==> config.mk <==
export PLATFORM = sky130hd
export DESIGN_NAME = rdq_cell
export DESIGN_NICKNAME = d
export VERILOG_FILES = /design/src/rdq_pkg.sv /design/src/rdq_cell.sv
export SDC_FILE = /design/constraint.sdc
export NUM_CORES = 1
export LEC_CHECK = 0
export BUFFER_PORTS_ARGS = -buffer_cell sky130_fd_sc_hd__buf_2
export CAP_MARGIN = 20
export CORE_ASPECT_RATIO = 2
export CORE_MARGIN = 4
export CORE_UTILIZATION = 35
export DETAILED_ROUTE_END_ITERATION = 7
export PLACE_DENSITY = 0.67
export SETUP_SLACK_MARGIN = 0.1
export SYNTH_ARGS = -nofsm -noshare
export SYNTH_HDL_FRONTEND = slang
export SYNTH_SLANG_ARGS = --single-unit
==> constraint.sdc <==
create_clock -name clk -period 2.2 [get_ports clk]
set_input_delay 0.11 -clock clk [delete_from_list [all_inputs] [get_ports clk]]
set_output_delay 0.11 -clock clk [all_outputs]
set_load 0.005 [all_outputs]
==> src/rdq_pkg.sv <==
package rdq_pkg;

    // Cell targets are compared at this width, enough for the largest capacity.
    localparam int TARGET_W = 12;

    typedef enum logic [3:0] {
        CMD_PUSH_BACK  = 4'd0,
        CMD_PUSH_FRONT = 4'd1,
        CMD_POP_BACK   = 4'd2,
        CMD_POP_FRONT  = 4'd3,
        CMD_READ       = 4'd4,
        CMD_WRITE      = 4'd5,
        CMD_INSERT     = 4'd6,
        CMD_ERASE      = 4'd7,
        CMD_CLEAR      = 4'd8,
        CMD_FIND       = 4'd9,
        CMD_REMOVE     = 4'd10
    } cmd_t;

    typedef enum logic [2:0] {
        STAT_OK       = 3'd0,
        STAT_FULL     = 3'd1,
        STAT_EMPTY    = 3'd2,
        STAT_RANGE    = 3'd3,
        STAT_NOTFOUND = 3'd4
    } status_t;

    typedef enum logic [2:0] {
        CELL_HOLD,
        CELL_WRITE,
        CELL_INSERT,
        CELL_ERASE,
        CELL_ROTATE
    } cell_op_t;

    typedef struct packed {
        cell_op_t              op;
        logic [TARGET_W-1:0]   target;
    } cell_ctl_t;

endpackage

==> src/rdq_cell.sv <==
module rdq_cell #(
    parameter int INDEX      = 0,
    parameter int DATA_WIDTH = 32
) (
    input  logic                  clk,
    input  rdq_pkg::cell_ctl_t    ctl,
    input  logic [DATA_WIDTH-1:0] wdata,
    input  logic [DATA_WIDTH-1:0] left_data,
    input  logic [DATA_WIDTH-1:0] right_data,
    output logic [DATA_WIDTH-1:0] data
);

    logic [DATA_WIDTH-1:0] data_reg;
    logic [DATA_WIDTH-1:0] data_next;
    logic                  hit;
    logic                  above;

    assign hit   = ctl.target == rdq_pkg::TARGET_W'(INDEX);
    assign above = rdq_pkg::TARGET_W'(INDEX) > ctl.target;

    always_comb
    begin
        data_next = data_reg;
        unique case (ctl.op)
            rdq_pkg::CELL_HOLD:
            begin
                data_next = data_reg;
            end
            rdq_pkg::CELL_WRITE:
            begin
                if (hit)
                begin
                    data_next = wdata;
                end
            end
            rdq_pkg::CELL_INSERT:
            begin
                // Cells above the target move one place toward the back.
                if (hit)
                begin
                    data_next = wdata;
                end
                else if (above)
                begin
                    data_next = left_data;
                end
            end
            rdq_pkg::CELL_ERASE:
            begin
                if (hit || above)
                begin
                    data_next = right_data;
                end
            end
            rdq_pkg::CELL_ROTATE:
            begin
                data_next = right_data;
            end
            default:
            begin
                data_next = data_reg;
            end
        endcase
    end

    always_ff @(posedge clk)
    begin
        data_reg <= data_next;
    end

    assign data = data_reg;

endmodule

# After elaboration in Yosys (flattened, before gate mapping)
# Cells that the tools add are included.
# Widths: inputs -> output; s select.
[word_totals] reg_bits=32 input_bits=112 output_inout_bits=32 word_cells=18
[op_classes] order_cmp=1 eq_ne=7 mux=5 reduce_logical=4
[ops] cell="$mux 32" count=4
[ops] cell="$pmux 32 s4" count=1
[ops] cell="$gt 1x12->1 const A" count=1
[ops] cell="$logic_not 12->1" count=1
[ops] cell="$eq 3x2->1 const B" count=2
[ops] cell="$ne 2x2->1 const B" count=2
[ops] cell="$reduce_and 4->1" count=1
[ops] cell="$reduce_bool 4->1" count=1
[ops] cell="$eq 3x1->1 const B" count=1
[ops] cell="$eq 3x3->1 const B" count=1
[ops] cell="$ne 3x3->1 const B" count=1
[ops] cell="$logic_or 1x1->1" count=1

# Depth between registers and ports, before layout
[logic_depth] ltp_word=4 depth_mapped=6 depth_no_buf=4

# Worst setup path before layout
# No wires, ideal clock.
[synth_timing] path_kind="input-to-reg" start="input ctl[1] (netlist bit)" end="register data_reg[0], in the netlist data[0] (enable)" setup_time_ns=0.388 arrival_time_ns=1.368 t_required_ns=1.812 setup_slack_ns=0.444 stages=4 path_buffers=0 path_cell_list="nor4_1 > nand3_1 > nor3_1 > a21o_1"
[synth_between] elab_chain_cells=4 word_cells_on_any_way=7 classes_between="order compare (1); eq/ne (3); reduce/logical (3)"
[synth_lines] item="start, declared" line="rdq_cell.sv:6" source="input rdq_pkg::cell_ctl_t ctl,"
[synth_lines] item="$gt 1x12->1 / $logic_not 12->1 (equally long branches)" line="rdq_cell.sv:19, rdq_cell.sv:18"
[synth_lines] item="$logic_or 1x1->1" line="rdq_cell.sv:50" source="if (hit || above)"
[synth_lines] item="$ne 2x2->1 (no line)"
[synth_lines] item="$reduce_and 4->1 (no line) *"
[synth_lines] item="end signal, assigned" line="rdq_cell.sv:68" source="data_reg <= data_next;"
[synth_lines] item="end, declared" line="rdq_cell.sv:13" source="logic [DATA_WIDTH-1:0] data_reg;"
# Mark *: on every way between the ends. The rest lies on a longest branch, timed or not.
# A chain may end at the register's enable or synchronous reset.

# Worst setup path after layout
[layout_timing] start="input ctl[1] (netlist bit)" end="register data_reg[11], in the netlist data[11] (data pin)"
[layout_between] elab_chain_cells=3
[layout_lines] item="$logic_not 12->1" line="rdq_cell.sv:18" source="assign hit = ctl.target == rdq_pkg::TARGET_W'(INDEX);"
[layout_lines] item="$mux 32" line="rdq_cell.sv:39" source="if (hit)"
[layout_lines] item="$pmux 32 s4" line="rdq_cell.sv:24" source="unique case (ctl.op)"
[layout_lines] item="named net data_next[11]" line="rdq_cell.sv:14" source="logic [DATA_WIDTH-1:0] data_next;"
# The timed path passes the listed nets, and every way through them passes these cells.

==> impl_metrics.env <==
export IMPL_num_io_pins=144
export IMPL_die_area_um2=8510
export IMPL_report_power_total_mw=1.95
export IMPL_syn_inst=231
export IMPL_powerDensity_nw_per_um2=577
export IMPL_hp_class="in2reg"
export IMPL_detail_route_antenna_nets=0
export IMPL_cts_root_buf="clkbuf_16"
export IMPL_post_cts_repair_setup_buffers=0
export IMPL_clock_pin_slew_of_the_registers_on_the_worst_case_setup_and_hold_paths_ns=0.06
export IMPL_worst_ir_drop_vdd_v=0.000356
export IMPL_max_cap_viol_count=0
export IMPL_wire_length_of_the_first_global_routing_pass_mm=11.9
export IMPL_synthesis_yosys_warnings=0
export IMPL_vias_per_cell=5.69
export IMPL_wire_per_inst_um=17.3
export IMPL_grt_start_max_net_pins=68
export IMPL_number_of_global_route_vias_before_repair=2546
export IMPL_layout_nets=476
export IMPL_port_buffers=143
export IMPL_worstPathCellList="buf_2, nor4_1, nand3_1, nor4b_4, buf_4, a221o_1"
export IMPL_detail_route_wirelength_mm=7.91
export IMPL_number_of_vias_in_the_routed_layout=2601
export IMPL_overflow=0
export IMPL_final_setup_tns_ns=0
export IMPL_relSlewSlack=0.349
export IMPL_setup_viol=0
export IMPL_critPathMaxStageDelay_ns=0.69
export IMPL_synth_yosys_seq_area_share=0.391
export IMPL_clock_h_tree_levels=2
export IMPL_cts_tree="done"
export IMPL_fin_worst_hold_slack_ns=0.135
export IMPL_global_routing_usage_summed_across_all_routing_layers=0.181
export IMPL_initial_utilization=0.357
export IMPL_hpwlAfterDp_mm=5.87
export IMPL_achievable_frequency_ghz=0.645
export IMPL_fin_crit_sh=0.705
export IMPL_timing_worst_slew_pin_value_ns=0.977
export IMPL_hold_viol=0
export IMPL_syn_mean_instance_area_um2=10.6
export IMPL_ws_path_type="in2reg"
export IMPL_postSynthRegisterBits=32
export IMPL_fillCellCount=702
export IMPL_area_growth_pct=37.3
export IMPL_iteration_0_drc_count_of_the_detailed_router=162
export IMPL_largest_register_ff_count=32
export IMPL_timing_critical_path_to_type="flip-flop"
export IMPL_leakagePower_nw=1.45
export IMPL_drt_first_pass_iters=5
export IMPL_synth_cell_area_um2=2460
export IMPL_route_detailed_drc=0
export IMPL_cts_path_max_buffers=2
export IMPL_coreArea_um2=6890
export IMPL_gpl_final_weighted_congestion=0.851
export IMPL_grt_antenna_before_repair=2
export IMPL_cp_required_ns=2.34
export IMPL_worst_setup_path_start_kind="input port"
export IMPL_synth_cell_types=20
export IMPL_worstPathArrival_ns=1.69
export IMPL_cts_sinks=32
export IMPL_cts_resized_gates=0
export IMPL_rows=43
export IMPL_synth_net_count=343
export IMPL_cts_hold_buf=0
export IMPL_drive_gt1_frac=0.532
export IMPL_crit_path_max_fanout=19
export IMPL_grt_setup_unrepaired="false"
export IMPL_drv_slew=0
export IMPL_period_minus_slack_ns=1.55
export IMPL_dieWidth_um=67.3
export IMPL_outcome="complete, no violations"
export IMPL_die_y_um=127
export IMPL_timing_critical_path_slowest_stage_cell="nor4b_4"
export IMPL_cts_made_buffers=5
==> layout make-up <==
type	count	area, um^2	share of cell area
Clock buffer	6	129	0.0382
Multi-Input combinational cell	171	1330	0.393
Clock inverter	2	35.0	0.0104
Antenna cell	2	5.00	0.00148
Inverter	1	3.75	0.00111
Timing Repair Buffer	153	803	0.238
Sequential cell	32	961	0.285
Tap cell	90	113	0.0334
==> layout by cell type (no fill, tap or decap) <==
master	count
a21o_1	1
a221o_1	32
a221oi_1	2
a221oi_2	30
a31oi_1	32
and2_2	1
buf_12	1
buf_2	143
buf_4	9
bufinv_16	1
clkbuf_1	1
clkbuf_16	5
clkinv_1	1
clkinv_2	1
diode_2	2
edfxtp_1	32
nand2_1	64
nand3_1	1
nor2_2	1
nor3_1	1
nor3_4	1
nor4_1	3
nor4b_4	1
or2_1	1
==> power breakdown <==
group | internal, mW | total [mW] | switching, mW
Combinational | 0.214 | 0.445 | 0.232
Clock | 0.532 | 0.776 | 0.244
Sequential | 0.718 | 0.726 | 0.00737
Total | 1.46 | 1.95 | 0.483
==> per-layer routing <==
layer | vias to the layer above | part of all wire | GRT usage
met2 | 120 | 0.54 | 0.323
met5 | - | 0 | 0
met4 | 0 | 0.042 | 0.104
met3 | 22 | 0.069 | 0.0301
li1 | 1242 | - | -
met1 | 1217 | 0.35 | 0.191
==> kinds of logic (layout without fill, tap and decap cells) <==
logic type      count (synthesis)  in the layout  share of synthesized area
compound gates                 97             97                      0.405
simple gates                   74             74                      0.130
flops                          32             32                      0.391
buf+inv                        28            162                     0.0738
other cells                     0              2                          0
==> synthesized netlist by cell type, drive strengths merged <==
library cell | instances | area (um^2)
a21o | 1 | 7.51
a221o | 32 | 320
a221oi | 32 | 468
a31oi | 32 | 200
and2 | 1 | 6.26
buf | 25 | 170
clkbuf | 2 | 7.51
edfxtp | 32 | 961
inv | 1 | 3.75
nand2 | 64 | 240
nand3 | 1 | 5.00
nor2 | 1 | 3.75
nor3 | 2 | 15.0
nor4 | 3 | 18.8
nor4b | 1 | 23.8
or2 | 1 | 6.26
==> path summary, 6_finish.rpt <==
check	start	endpoint	slack, ns	cells after the start
min	left_data[17]	data[17]$_DFFE_PP_	0.14	2
max	ctl[1]	data[11]$_DFFE_PP_	0.65	6
==> critical path: cells and delay by family <==
kind | cells | cell delay [ns]
AO/OA/AOI/OAI | 1 | 0.19
buffers and inverters | 2 | 0.46
AND/OR/NAND/NOR | 3 | 0.92
==> through the flow <==
stage,util,setup WS (ns),instance area [um^2],std cells
floorplan,-,0.444,2460,231
global placement,0.465,0.405,3210,447
detailed placement,0.465,0.365,3210,447
CTS,0.489,0.651,3370,455
global route,0.490,0.547,3370,457
finish,0.490,0.649,3370,457
(Power assumes the default switching activity.)
